--- src/rtl/swk_pkg.sv ---
// ----------------------------------------------------------------------------
// swk_pkg
// Shared types, constants and tables of the swerve wheel kinematics block.
// ----------------------------------------------------------------------------
package swk_pkg;

  localparam int unsigned WHEEL_COUNT_DEF  = 4;
  localparam int unsigned CORDIC_STEPS_DEF = 16;
  localparam int unsigned ATAN_LEN         = 24;

  localparam logic [15:0] OFFSET_RESET = 16'd34013;
  localparam logic [15:0] INV_RAD_RESET = 16'd5120;
  localparam logic [23:0] INV_GAIN_Q24 = 24'd10188014;

  localparam logic signed [14:0] ANGLE_MAX = 15'sd12868;
  localparam logic signed [14:0] ANGLE_MIN = -15'sd12867;
  localparam logic signed [22:0] SPEED_MAX = 23'sd4194303;
  localparam logic signed [22:0] SPEED_MIN = -23'sd4194304;

  typedef enum logic [2:0] {
    CFG_WHEEL_OFFSET = 3'd0,
    CFG_INV_RADIUS   = 3'd1,
    CFG_INVERT_X     = 3'd2,
    CFG_INVERT_Y     = 3'd3,
    CFG_INVERT_Z     = 3'd4
  } cfg_index_t;

  typedef enum logic [3:0] {
    ST_IDLE,
    ST_PROD,
    ST_SETUP,
    ST_ROT,
    ST_MUL0,
    ST_MUL1,
    ST_MUL2,
    ST_MUL3,
    ST_FIN,
    ST_OUT
  } state_t;

  // round(atan(2^-i) * 2^24)
  function automatic logic [23:0] atan_q24(input logic [4:0] idx);
    logic [23:0] v;
    unique case (idx)
      5'd0:  v = 24'd13176795;
      5'd1:  v = 24'd7778716;
      5'd2:  v = 24'd4110060;
      5'd3:  v = 24'd2086331;
      5'd4:  v = 24'd1047214;
      5'd5:  v = 24'd524117;
      5'd6:  v = 24'd262123;
      5'd7:  v = 24'd131069;
      5'd8:  v = 24'd65536;
      5'd9:  v = 24'd32768;
      5'd10: v = 24'd16384;
      5'd11: v = 24'd8192;
      5'd12: v = 24'd4096;
      5'd13: v = 24'd2048;
      5'd14: v = 24'd1024;
      5'd15: v = 24'd512;
      5'd16: v = 24'd256;
      5'd17: v = 24'd128;
      5'd18: v = 24'd64;
      5'd19: v = 24'd32;
      5'd20: v = 24'd16;
      5'd21: v = 24'd8;
      5'd22: v = 24'd4;
      5'd23: v = 24'd2;
      default: v = 24'd0;
    endcase
    return v;
  endfunction

endpackage

--- src/rtl/swk_ifs.sv ---
// ----------------------------------------------------------------------------
// swk_ifs
// Request and result channels of the swerve wheel kinematics block.
// ----------------------------------------------------------------------------
interface swk_in_if;
  logic               valid;
  logic               ready;
  logic signed [15:0] vel_x;
  logic signed [15:0] vel_y;
  logic signed [15:0] rot_z;
  modport source (output valid, output vel_x, output vel_y, output rot_z, input ready);
  modport sink   (input valid, input vel_x, input vel_y, input rot_z, output ready);
endinterface

interface swk_out_if;
  logic               valid;
  logic               ready;
  logic [1:0]         wheel_index;
  logic signed [22:0] wheel_speed;
  logic signed [14:0] steer_angle;
  logic               last_wheel;
  modport source (output valid, output wheel_index, output wheel_speed,
                  output steer_angle, output last_wheel, input ready);
  modport sink   (input valid, input wheel_index, input wheel_speed,
                  input steer_angle, input last_wheel, output ready);
endinterface

--- src/rtl/swerve_wheel_kinematics.sv ---
// ----------------------------------------------------------------------------
// swerve_wheel_kinematics
// Four-wheel swerve inverse kinematics: per-wheel heading and wheel speed
// from one body velocity request, using one shared CORDIC and a shared scaling multiplier.
// ----------------------------------------------------------------------------
//  Channel   Direction  Payload
//  in_chan   sink       vel_x, vel_y, rot_z (Q4.12)
//  out_chan  source     wheel_index, wheel_speed, steer_angle, last_wheel
//  cfg_*     write      cfg_addr selects the register, cfg_wdata is the value
//
// A request passes ST_PROD once, then per wheel ST_SETUP, the CORDIC ST_ROT
// steps, ST_MUL0 to ST_MUL3, ST_FIN and ST_OUT; a wheel with zero ground
// velocity goes from ST_SETUP straight to ST_OUT, skipping the rotate unit.
// Stalls on out_chan hold the sequencer; in_chan is ready only when idle.
// Reset is synchronous; it loads the config registers with their reset values and clears the held headings.
// ----------------------------------------------------------------------------
module swerve_wheel_kinematics #(
  parameter int unsigned CORDIC_STEPS = swk_pkg::CORDIC_STEPS_DEF
) (
  input  logic        clk,
  input  logic        rst_n,
  swk_in_if.sink      in_chan,
  swk_out_if.source   out_chan,
  input  logic        cfg_we,
  input  logic [2:0]  cfg_addr,
  input  logic [15:0] cfg_wdata
);

  localparam logic [4:0] LAST_STEP = 5'(CORDIC_STEPS - 1);

  swk_pkg::state_t state_r, state_nxt;

  logic [15:0]        offs_r, irw_r;
  logic               inv_x_r, inv_y_r, inv_z_r;
  logic signed [16:0] vx_r, vy_r, wz_r;
  logic signed [33:0] t_r;
  logic signed [35:0] x_r, y_r;
  logic signed [26:0] z_r;
  logic [4:0]         step_r;
  logic [1:0]         wheel_r;
  logic               flip_r;
  logic [58:0]        acc_r;
  logic [33:0]        mag_r;
  logic signed [14:0] held_r [4];
  logic [1:0]         o_idx_r;
  logic signed [22:0] o_spd_r;
  logic signed [14:0] o_ang_r;

  logic [17:0] mul_a;
  logic [23:0] mul_b;
  logic [41:0] prod;

  logic signed [35:0] xs, ys;
  logic signed [35:0] dx, dy;
  logic [58:0]        sum;
  logic signed [27:0] spd;
  logic signed [15:0] ang;

  // Next state.
  always_comb begin
    state_nxt = state_r;
    unique case (state_r)
      swk_pkg::ST_IDLE:  if (in_chan.valid) state_nxt = swk_pkg::ST_PROD;
      swk_pkg::ST_PROD:  state_nxt = swk_pkg::ST_SETUP;
      swk_pkg::ST_SETUP: state_nxt = (xs == '0 && ys == '0) ? swk_pkg::ST_OUT
                                                          : swk_pkg::ST_ROT;
      swk_pkg::ST_ROT:   if (step_r == LAST_STEP) state_nxt = swk_pkg::ST_MUL0;
      swk_pkg::ST_MUL0:  state_nxt = swk_pkg::ST_MUL1;
      swk_pkg::ST_MUL1:  state_nxt = swk_pkg::ST_MUL2;
      swk_pkg::ST_MUL2:  state_nxt = swk_pkg::ST_MUL3;
      swk_pkg::ST_MUL3:  state_nxt = swk_pkg::ST_FIN;
      swk_pkg::ST_FIN:   state_nxt = swk_pkg::ST_OUT;
      swk_pkg::ST_OUT: begin
        if (out_chan.ready)
          state_nxt = (wheel_r == 2'd3) ? swk_pkg::ST_IDLE : swk_pkg::ST_SETUP;
      end
      default: state_nxt = swk_pkg::ST_IDLE;
    endcase
  end

  // Shared multiplier operand selection.
  always_comb begin
    mul_a = x_r[17:0];
    mul_b = swk_pkg::INV_GAIN_Q24;
    unique case (state_r)
      swk_pkg::ST_MUL1: mul_a = x_r[35:18];
      swk_pkg::ST_MUL2: begin
        mul_a = mag_r[17:0];
        mul_b = {8'd0, irw_r};
      end
      swk_pkg::ST_MUL3: begin
        mul_a = {2'd0, mag_r[33:18]};
        mul_b = {8'd0, irw_r};
      end
      default: ;
    endcase
  end

  assign prod = mul_a * mul_b;
  assign sum  = acc_r + {prod[40:0], 18'd0};

  // Wheel ground velocity: the rotation term t = wz * a changes sign per corner.
  assign xs = ($signed({{3{vx_r[16]}}, vx_r, 16'd0}))
            + ((wheel_r[1] == wheel_r[0]) ? 36'(t_r) : -36'(t_r));
  assign ys = ($signed({{3{vy_r[16]}}, vy_r, 16'd0}))
            + (wheel_r[1] ? -36'(t_r) : 36'(t_r));

  assign dx = y_r >>> step_r;
  assign dy = x_r >>> step_r;

  assign spd = flip_r ? -$signed({1'b0, acc_r[50:24]}) : $signed({1'b0, acc_r[50:24]});
  assign ang = 16'((z_r + 27'sd1024) >>> 11);

  assign in_chan.ready        = (state_r == swk_pkg::ST_IDLE);
  assign out_chan.valid       = (state_r == swk_pkg::ST_OUT);
  assign out_chan.wheel_index = o_idx_r;
  assign out_chan.wheel_speed = o_spd_r;
  assign out_chan.steer_angle = o_ang_r;
  assign out_chan.last_wheel  = (o_idx_r == 2'd3);

  always_ff @(posedge clk) begin
    if (!rst_n) begin
      state_r <= swk_pkg::ST_IDLE;
      offs_r  <= swk_pkg::OFFSET_RESET;
      irw_r   <= swk_pkg::INV_RAD_RESET;
      inv_x_r <= 1'b0;
      inv_y_r <= 1'b0;
      inv_z_r <= 1'b0;
      wheel_r <= 2'd0;
      for (int i = 0; i < 4; i++) held_r[i] <= '0;
    end else begin
      state_r <= state_nxt;
      if (cfg_we) begin
        unique case (cfg_addr)
          swk_pkg::CFG_WHEEL_OFFSET: offs_r  <= cfg_wdata;
          swk_pkg::CFG_INV_RADIUS:   irw_r   <= cfg_wdata;
          swk_pkg::CFG_INVERT_X:     inv_x_r <= cfg_wdata[0];
          swk_pkg::CFG_INVERT_Y:     inv_y_r <= cfg_wdata[0];
          swk_pkg::CFG_INVERT_Z:     inv_z_r <= cfg_wdata[0];
          default: ;
        endcase
      end
      unique case (state_r)
        swk_pkg::ST_IDLE: begin
          wheel_r <= 2'd0;
          vx_r <= inv_x_r ? -17'(in_chan.vel_x) : 17'(in_chan.vel_x);
          vy_r <= inv_y_r ? -17'(in_chan.vel_y) : 17'(in_chan.vel_y);
          wz_r <= inv_z_r ? -17'(in_chan.rot_z) : 17'(in_chan.rot_z);
        end
        swk_pkg::ST_PROD: t_r <= wz_r * $signed({1'b0, offs_r});
        swk_pkg::ST_SETUP: begin
          o_idx_r <= wheel_r;
          o_spd_r <= '0;
          o_ang_r <= held_r[wheel_r];
          // Vectors in the left half plane, or on the negative y axis, are negated into the right one.
          flip_r  <= xs[35] || (xs == '0 && ys[35]);
          x_r     <= (xs[35] || (xs == '0 && ys[35])) ? -xs : xs;
          y_r     <= (xs[35] || (xs == '0 && ys[35])) ? -ys : ys;
          z_r     <= '0;
          step_r  <= '0;
        end
        swk_pkg::ST_ROT: begin
          step_r <= step_r + 5'd1;
          if (y_r > 0) begin
            x_r <= x_r + dx;
            y_r <= y_r - dy;
            z_r <= z_r + $signed({3'd0, swk_pkg::atan_q24(step_r)});
          end else begin
            x_r <= x_r - dx;
            y_r <= y_r + dy;
            z_r <= z_r - $signed({3'd0, swk_pkg::atan_q24(step_r)});
          end
        end
        swk_pkg::ST_MUL0: acc_r <= 59'(prod);
        swk_pkg::ST_MUL1: mag_r <= sum[57:24];
        swk_pkg::ST_MUL2: acc_r <= 59'(prod) + 59'(24'h800000);
        swk_pkg::ST_MUL3: acc_r <= sum;
        swk_pkg::ST_FIN: begin
          if (spd > 28'(swk_pkg::SPEED_MAX))      o_spd_r <= swk_pkg::SPEED_MAX;
          else if (spd < 28'(swk_pkg::SPEED_MIN)) o_spd_r <= swk_pkg::SPEED_MIN;
          else                                    o_spd_r <= spd[22:0];
          if (ang > 16'(swk_pkg::ANGLE_MAX)) begin
            o_ang_r         <= swk_pkg::ANGLE_MAX;
            held_r[wheel_r] <= swk_pkg::ANGLE_MAX;
          end else if (ang < 16'(swk_pkg::ANGLE_MIN)) begin
            o_ang_r         <= swk_pkg::ANGLE_MIN;
            held_r[wheel_r] <= swk_pkg::ANGLE_MIN;
          end else begin
            o_ang_r         <= ang[14:0];
            held_r[wheel_r] <= ang[14:0];
          end
        end
        swk_pkg::ST_OUT: if (out_chan.ready) wheel_r <= wheel_r + 2'd1;
        default: ;
      endcase
    end
  end

endmodule

--- src/flat_wrapper.sv ---
// flat-port wrapper written by rule: the top's interface ports become plain ports
module swerve_wheel_kinematics_flat 
#(
  parameter int unsigned CORDIC_STEPS = swk_pkg::CORDIC_STEPS_DEF
)
  (clk, rst_n, cfg_we, cfg_addr, cfg_wdata, in_chan_valid, in_chan_vel_x, in_chan_vel_y, in_chan_rot_z, in_chan_ready, out_chan_valid, out_chan_wheel_index, out_chan_wheel_speed, out_chan_steer_angle, out_chan_last_wheel, out_chan_ready);
  swk_in_if in_chan_i ();
  swk_out_if out_chan_i ();
  input  logic clk;
  input  logic rst_n;
  input  logic cfg_we;
  input  logic [2:0] cfg_addr;
  input  logic [15:0] cfg_wdata;
  input wire logic [$bits(in_chan_i.valid)-1:0] in_chan_valid;
  input wire logic [$bits(in_chan_i.vel_x)-1:0] in_chan_vel_x;
  input wire logic [$bits(in_chan_i.vel_y)-1:0] in_chan_vel_y;
  input wire logic [$bits(in_chan_i.rot_z)-1:0] in_chan_rot_z;
  output wire logic [$bits(in_chan_i.ready)-1:0] in_chan_ready;
  output wire logic [$bits(out_chan_i.valid)-1:0] out_chan_valid;
  output wire logic [$bits(out_chan_i.wheel_index)-1:0] out_chan_wheel_index;
  output wire logic [$bits(out_chan_i.wheel_speed)-1:0] out_chan_wheel_speed;
  output wire logic [$bits(out_chan_i.steer_angle)-1:0] out_chan_steer_angle;
  output wire logic [$bits(out_chan_i.last_wheel)-1:0] out_chan_last_wheel;
  input wire logic [$bits(out_chan_i.ready)-1:0] out_chan_ready;
  assign in_chan_i.valid = in_chan_valid;
  assign in_chan_i.vel_x = in_chan_vel_x;
  assign in_chan_i.vel_y = in_chan_vel_y;
  assign in_chan_i.rot_z = in_chan_rot_z;
  assign in_chan_ready = in_chan_i.ready;
  assign out_chan_valid = out_chan_i.valid;
  assign out_chan_wheel_index = out_chan_i.wheel_index;
  assign out_chan_wheel_speed = out_chan_i.wheel_speed;
  assign out_chan_steer_angle = out_chan_i.steer_angle;
  assign out_chan_last_wheel = out_chan_i.last_wheel;
  assign out_chan_i.ready = out_chan_ready;
  swerve_wheel_kinematics #(.CORDIC_STEPS(CORDIC_STEPS)) u_core (.clk(clk), .rst_n(rst_n), .in_chan(in_chan_i), .out_chan(out_chan_i), .cfg_we(cfg_we), .cfg_addr(cfg_addr), .cfg_wdata(cfg_wdata));
endmodule
--- config.mk ---
export PLATFORM = sky130hd
export DESIGN_NAME = swerve_wheel_kinematics_flat
export DESIGN_NICKNAME = d
export VERILOG_FILES = /design/src/rtl/swk_pkg.sv /design/src/rtl/swk_ifs.sv /design/src/rtl/swerve_wheel_kinematics.sv /design/src/flat_wrapper.sv
export SDC_FILE = /design/constraint.sdc
export NUM_CORES = 2
export LEC_CHECK = 0
export BUFFER_PORTS_ARGS = -buffer_cell sky130_fd_sc_hd__buf_4
export CAP_MARGIN = 20
export CORE_MARGIN = 8
export CORE_UTILIZATION = 55
export CTS_BUF_LIST = sky130_fd_sc_hd__clkbuf_16
export DETAILED_ROUTE_END_ITERATION = 6
export PLACE_DENSITY = 0.81
export SLEW_MARGIN = 20
export SYNTH_ARGS = -nofsm -noshare
export SYNTH_HDL_FRONTEND = slang
export SYNTH_SLANG_ARGS = --single-unit
--- constraint.sdc ---
create_clock -name clk -period 8.9 [get_ports clk]
set_input_delay 0.445 -clock clk [delete_from_list [all_inputs] [get_ports clk]]
set_output_delay 0.445 -clock clk [all_outputs]
set_load 0.03 [all_outputs]
Yosys cells after proc, flatten, opt, wreduce, memory -nomap -nowiden

Memory sizes are Yosys's and may differ from the RTL's. A register that Yosys moved wholly into a read port is not among the register bits.
Cells that the tools add are included.

Word-level logic and storage cells: 164
ROM bits: 1536
Register bits after elaboration: 364
Bits in writable memories: 60
Output and inout bits: 43
Memories: 3
Bits of input ports: 72

Memories:

| memory          | depth | width | read ports | clocked after Yosys merged registers in | wr ports | RTL line                      | source |
|---|---|---|---|---|---|---|---|
| (no name shown) | 32    | 24    | 1          | 1                                       | 0        | swk_pkg.sv:44                 | `unique case (idx)` |
| (no name shown) | 32    | 24    | 1          | 1                                       | 0        | swk_pkg.sv:44                 |  |
| u_core.held_r   | 4     | 15    | 1          | 1                                       | 4        | swerve_wheel_kinematics.sv:44 | `logic signed [14:0] held_r [4];` |

Equality and inequality tests: 20
Magnitude comparators: 5
Reduce and logical (&&, ||, !) cells: 27
Shifts and indexed selects: 2
$add $sub $neg: 20
Multiplexer cells: 62
Bitwise logic cells: 2
$mul: 2

Operators by type and width:

| cell                                                                              | number |
|---|---|
| 36-bit 2-to-1 mux                                                                 | 6 |
| 59-bit one-hot mux with 3 select lines                                            | 1 |
| 24-bit 2-to-1 mux                                                                 | 7 |
| 36-bit one-hot mux with 2 select lines                                            | 2 |
| 15-bit 2-to-1 mux                                                                 | 5 |
| 33-bit by 36-bit adder with 36-bit output                                         | 2 |
| 36-bit adder                                                                      | 2 |
| 36-bit logical NOT                                                                | 2 |
| 36-bit negator                                                                    | 2 |
| 36-bit by 5-bit >>> shifter with 36-bit output                                    | 2 |
| 36-bit subtractor                                                                 | 2 |
| 59-bit adder                                                                      | 1 |
| 18-bit one-hot mux with 3 select lines                                            | 1 |
| 27-bit one-hot mux with 2 select lines                                            | 1 |
| 17-bit 2-to-1 mux                                                                 | 3 |
| 16-bit negator with 17-bit output                                                 | 3 |
| 23-bit 2-to-1 mux                                                                 | 2 |
| 23-bit one-hot mux with 2 select lines                                            | 1 |
| 42-bit by 24-bit adder with 43-bit output (second input constant)                 | 1 |
| 18-bit by 24-bit multiplier with 42-bit output                                    | 1 |
| 4-bit one-hot mux with 10 select lines                                            | 1 |
| 36-bit by 1-bit greater-than comparator with 1-bit output (second input constant) | 1 |
| 34-bit negator with 36-bit output                                                 | 1 |
| 17-bit by 17-bit multiplier with 34-bit output                                    | 1 |
| other kinds (42)                                                                  | 89 |

Logic depth before layout (Yosys ltp)

Depth after elaboration: 11
Depth in mapped cells: 40
Depth with buffers taken out: 36

Worst setup path after synthesis

No wires, ideal clock.

Path kind: reg-to-reg
Start: register u_core.state_r[1]
End: register u_core.acc_r[55], data pin
Path slack: -0.773 ns
Path buffers: 6
Setup time: 0.255 ns
Arrival time: 9.418 ns
Required time: 8.645 ns
Cell stages (with the launch flop): 36
Clock period less this slack: 9.673 ns
Cells stage by stage: dfxtp_1 clkbuf_1 buf_1 buf_1 a21oi_1 o221ai_1 clkbuf_1 nor2_1 fa_1 inv_1 fa_1 fa_1 inv_1 fa_1 fa_1 inv_1 fa_1 inv_1 ha_1 clkbuf_1 a21oi_1 o21ai_0 or4_1 o311ai_0 a211oi_1 ha_1 clkbuf_1 a21o_1 a21o_1 a21o_1 a21o_1 or3b_2 o211ai_1 a311oi_1 xor2_1 and2_1

Word-level cells in the longest chain between the ends: 6

Ends and longest elaborated chain:

| item                                               | RTL line                       | source |
|---|---|---|
| start, declared                                    | swerve_wheel_kinematics.sv:31  | `swk_pkg::state_t state_r, state_nxt;` |
| start signal, assigned                             | swerve_wheel_kinematics.sv:123 | `state_r <= swk_pkg::ST_IDLE;` |
| start signal, assigned                             | swerve_wheel_kinematics.sv:132 | `state_r <= state_nxt;` |
| 4-bit by 3-bit == test with 1-bit output           | swerve_wheel_kinematics.sv:85  | `unique case (state_r)` |
| 2-bit OR reduction (no source line)                | n/a                            |  |
| 24-bit 2-to-1 mux                                  | swerve_wheel_kinematics.sv:85  |  |
| 18-bit by 24-bit multiplier with 42-bit output (*) | swerve_wheel_kinematics.sv:99  | `assign prod = mul_a * mul_b;` |
| 59-bit adder (*)                                   | swerve_wheel_kinematics.sv:100 | `assign sum = acc_r + {prod[40:0], 18'd0};` |
| named net u_core.sum[55]                           | swerve_wheel_kinematics.sv:55  | `logic [58:0] sum;` |
| 59-bit one-hot mux with 3 select lines (*)         | swerve_wheel_kinematics.sv:143 | `unique case (state_r)` |
| end signal, assigned                               | swerve_wheel_kinematics.sv:174 | `swk_pkg::ST_MUL0: acc_r <= 59'(prod);` |
| end signal, assigned                               | swerve_wheel_kinematics.sv:176 | `swk_pkg::ST_MUL2: acc_r <= 59'(prod) + 59'(24'h800000);` |
| end signal, assigned                               | swerve_wheel_kinematics.sv:177 | `swk_pkg::ST_MUL3: acc_r <= sum;` |
| end, declared                                      | swerve_wheel_kinematics.sv:42  | `logic [58:0] acc_r;` |

The timed path passes the listed nets; every way through them passes the cells marked *.
A chain may end at the register's enable or synchronous reset.

Worst setup path in the final report

Start: register u_core.state_r[3]
End: register u_core.acc_r[57], data pin

The elaborated chain is that of the path after synthesis.

==> flow_metrics.py <==
metrics = {
    "die": {
        "die_w_microns": 351,
        "rows": 123,
        "core-area_sq_um": 112000,
        "die_h_microns": 351,
        "start_util_pct": 55.1,
        "dieArea_sq_um": 123000,
        "top_level_ports": 115,
    },
    "setup_path": {
        "path_depth": 35,
        "crit_slowest_cell": "fa_1",
        "cp-end-kind": "register",
        "cp.arrival_ns": 9.10,
        "path_delay_family": "adder cells",
        "critPathKind": "reg2reg",
        "ff2ff_setup_slack_ns": 0.22,
        "start_kind": "register",
        "crit_path_frequent_cell": "fa_1",
        "r2r-end": "u_core.acc_r[57]$_DFFE_PP_",
        "cp.required_ns": 9.32,
        "r2r_start": "u_core.state_r[3]$_SDFFE_PN0P_",
        "slowest_delay_ns": 0.55,
        "path_buf_inv": 9,
        "reg2reg_depth": 35,
        "crit_path_max_fanout": 7,
    },
    "clocking": {
        "cts-htree-levels": 2,
        "clock_tree.buffer_depth": 3,
        "tritoncts": "built",
        "clkSinkCount": 431,
        "cts_root_buffer": "clkbuf_16",
        "path_clk_slew_ns": 0.06,
        "cts_made_buffers": 50,
        "clk_latency_ns": 0.67,
    },
    "global_route": {
        "antenna_found_initial": 2,
        "grt_pass1_vias": 53200,
        "grt_max_degree": 95,
        "gr-total-overflow": 0,
        "grt_pass1_wl_microns": 304000,
        "grt_usage_pct": 31.3,
    },
    "place": {
        "io_buffers": 114,
        "dp_cells": 8695,
        "hpwlAfterDp_microns": 157000,
        "gp_congestion": 1.02,
    },
    "logic_synthesis": {
        "yosys_most_used_dff": "edfxtp_1",
        "ys_types": 109,
        "syn_avg_cell_area_sq_um": 8.82,
        "syn_nets": 8063,
        "yosysSeqAreaShare_pct": 19.9,
        "synthCells": 6987,
        "synth_top_area_cell": "fa_1",
        "syn-cell-area_sq_um": 61600,
        "synth_edf_count": 364,
        "synth_top_area_share_pct": 19.0,
        "async_reset_ff_share_pct": 0,
        "synth_common_cells": "inv_1 (823), nand2_1 (798), fa_1 (584)",
        "yosysWarningCount": 0,
        "ys_ff_latch": 431,
        "yosysMostFrequentCell": "inv_1",
        "ys_top_cells_by_area": "fa_1 (19%), edfxtp_1 (18%), ha_1 (8.5%)",
    },
    "routing": {
        "drt_wl_total_microns": 198000,
        "ant_nets": 0,
        "num_vias": 54500,
        "wirelength_met1_microns": 80100,
        "drt-initial-drc-count": 6039,
        "drt-wirelength-per-cell_microns": 22.5,
        "via_per_inst": 6.18,
        "met2WireLength_microns": 89300,
        "drtPass1Iterations": 6,
        "drc_errors": 0,
        "topRoutingLayerUsed": "met5",
        "met3WireLength_microns": 18800,
    },
    "job": {
        "maxCapViolations": 0,
    },
    "finish": {
        "area_growth_syn_to_layout_pct": 12.1,
        "nFillCells": 9420,
        "nets": 8348,
        "antennaDiodeCount": 0,
        "final_cells": 8814,
        "final_util_pct": 61.8,
        "drive_above_1_share_pct": 13.2,
    },
    "worst_hold_path": {
        "hold_end": "u_core.vy_r[0]$_DFFE_PP_",
        "holdPathStages": 1,
        "min_path_type": "in2reg",
        "worstHoldStart": "in_chan_vel_y[0]",
    },
    "sta": {
        "worst_slew_pin_slew_ns": 1.19,
        "drv_slew": 0,
        "rsz0062_at_grt": "true",
        "hold_viol": 0,
        "maxSlewHeadroom_pct": 20.1,
        "setup_viol": 0,
        "post-route-period-util_pct": 97.5,
        "min_period_ns": 8.68,
        "max_freq_mhz": 115,
        "fin_skew_ns": 0.0623,
    },
    "outcome": {
        "status": "finished clean",
    },
}
stage by stage:
stage               setup slack (ns)  instance area [sq um]  setup TNS [ns]  hold slack [ns]
floorplan                    0.00153                  61900               0            0.445
global placement              0.0563                  66600               0            0.455
detailed placement           -0.0686                  66600          -0.181            0.464
CTS                          0.00153                  68400               0          0.00729
global route                 -0.0977                  69100          -0.383           0.0280
finish                         0.219                  69100               0           0.0464
how the worst max path moves through the flow:
stage / startpoint / endpoint / slack, ns
2_1_floorplan: u_core.state_r[1]$_SDFFE_PN0P_ / u_core.acc_r[55]$_DFFE_PP_ / 0.002
3_3_place_gp: u_core.state_r[3]$_SDFFE_PN0P_ / u_core.acc_r[55]$_DFFE_PP_ / 0.06
3_5_place_dp: u_core.state_r[3]$_SDFFE_PN0P_ / u_core.acc_r[57]$_DFFE_PP_ / -0.07
4_1_cts: u_core.state_r[2]$_SDFFE_PN0P_ / u_core.acc_r[57]$_DFFE_PP_ / 0.002
5_1_grt: u_core.state_r[3]$_SDFFE_PN0P_ / u_core.acc_r[57]$_DFFE_PP_ / -0.1
6_report: u_core.state_r[3]$_SDFFE_PN0P_ / u_core.acc_r[57]$_DFFE_PP_ / 0.22
cell type report:
cell class | count | area [sq um] | area share [%]
clock buffers | 52 | 1300 | 1.88
clock inverters | 42 | 382 | 0.552
inverters | 828 | 3110 | 4.50
multi-input cells | 5402 | 45600 | 65.9
flip-flops and latches | 431 | 12300 | 17.8
well taps | 1500 | 1880 | 2.72
repair buffers | 559 | 4600 | 6.66
metal layers:
metal | track usage (%) | up-vias
met5 | 0 | -
met3 | 5.77 | 556
li1 | - | 24700
met1 | 42.1 | 26500
met4 | 13.1 | 2
met2 | 49.9 | 2676
cell families after synthesis:
| logic type | Yosys count | synth area share [%] |
|---|---|---|
| AO/OA/AOI/OAI | 1411 | 15.2 |
| XOR/XNOR | 432 | 6.14 |
| adder cells (fa/ha/maj) | 1006 | 27.5 |
| buffers and inverters | 1154 | 7.25 |
| flip-flops | 431 | 19.9 |
| multiplexers | 213 | 5.49 |
| AND/OR/NAND/NOR | 2340 | 18.5 |
worst register-to-register path: cells and delay by family, from the launching register on:
kind                       cells  cell delay (ns)
AOI/OAI and AO/OA             10             1.58
xor gates and xnor gates       1             0.16
adders and majority gates      8             3.74
buffers and inverters          9             1.01
DFF                            1             0.36
and+or+nand+nor                7             1.57
placed cells by master, fill, tap and decap left out, types with 261 or more instances in the layout:
master    Yosys  routed
inv_1       823     827
nand2_1     798     793
fa_1        584     579
buf_4         3     521
nor2_1      525     514
ha_1        420     409
edfxtp_1    364     364
a21oi_1     329     312
o21ai_0     292     277
xnor2_1     265     261
repair_timing:
item	CTS	global route
cloned	0	5
hold buffers	2	0
hold endpoints to repair	2	0
buffers inserted	0	17
setup endpoints to repair	7	36
pin swaps	0	30
resized for setup	4	107
registers in the layout (all words and copies together) (netlist names), 16 cells and up, named ones only:
name	flops
u_core.acc_r	40
u_core.held_r	60
u_core.irw_r	16
u_core.mag_r	34
u_core.offs_r	16
u_core.out_chan.wheel_speed	23
u_core.t_r	34
u_core.vx_r	17
u_core.vy_r	17
u_core.wz_r	17
u_core.x_r	36
u_core.y_r	36
u_core.z_r	27
Power is left out: the tool's default activity adds up to more than one toggle a clock period on the data nets, which glitch-free logic cannot reach.
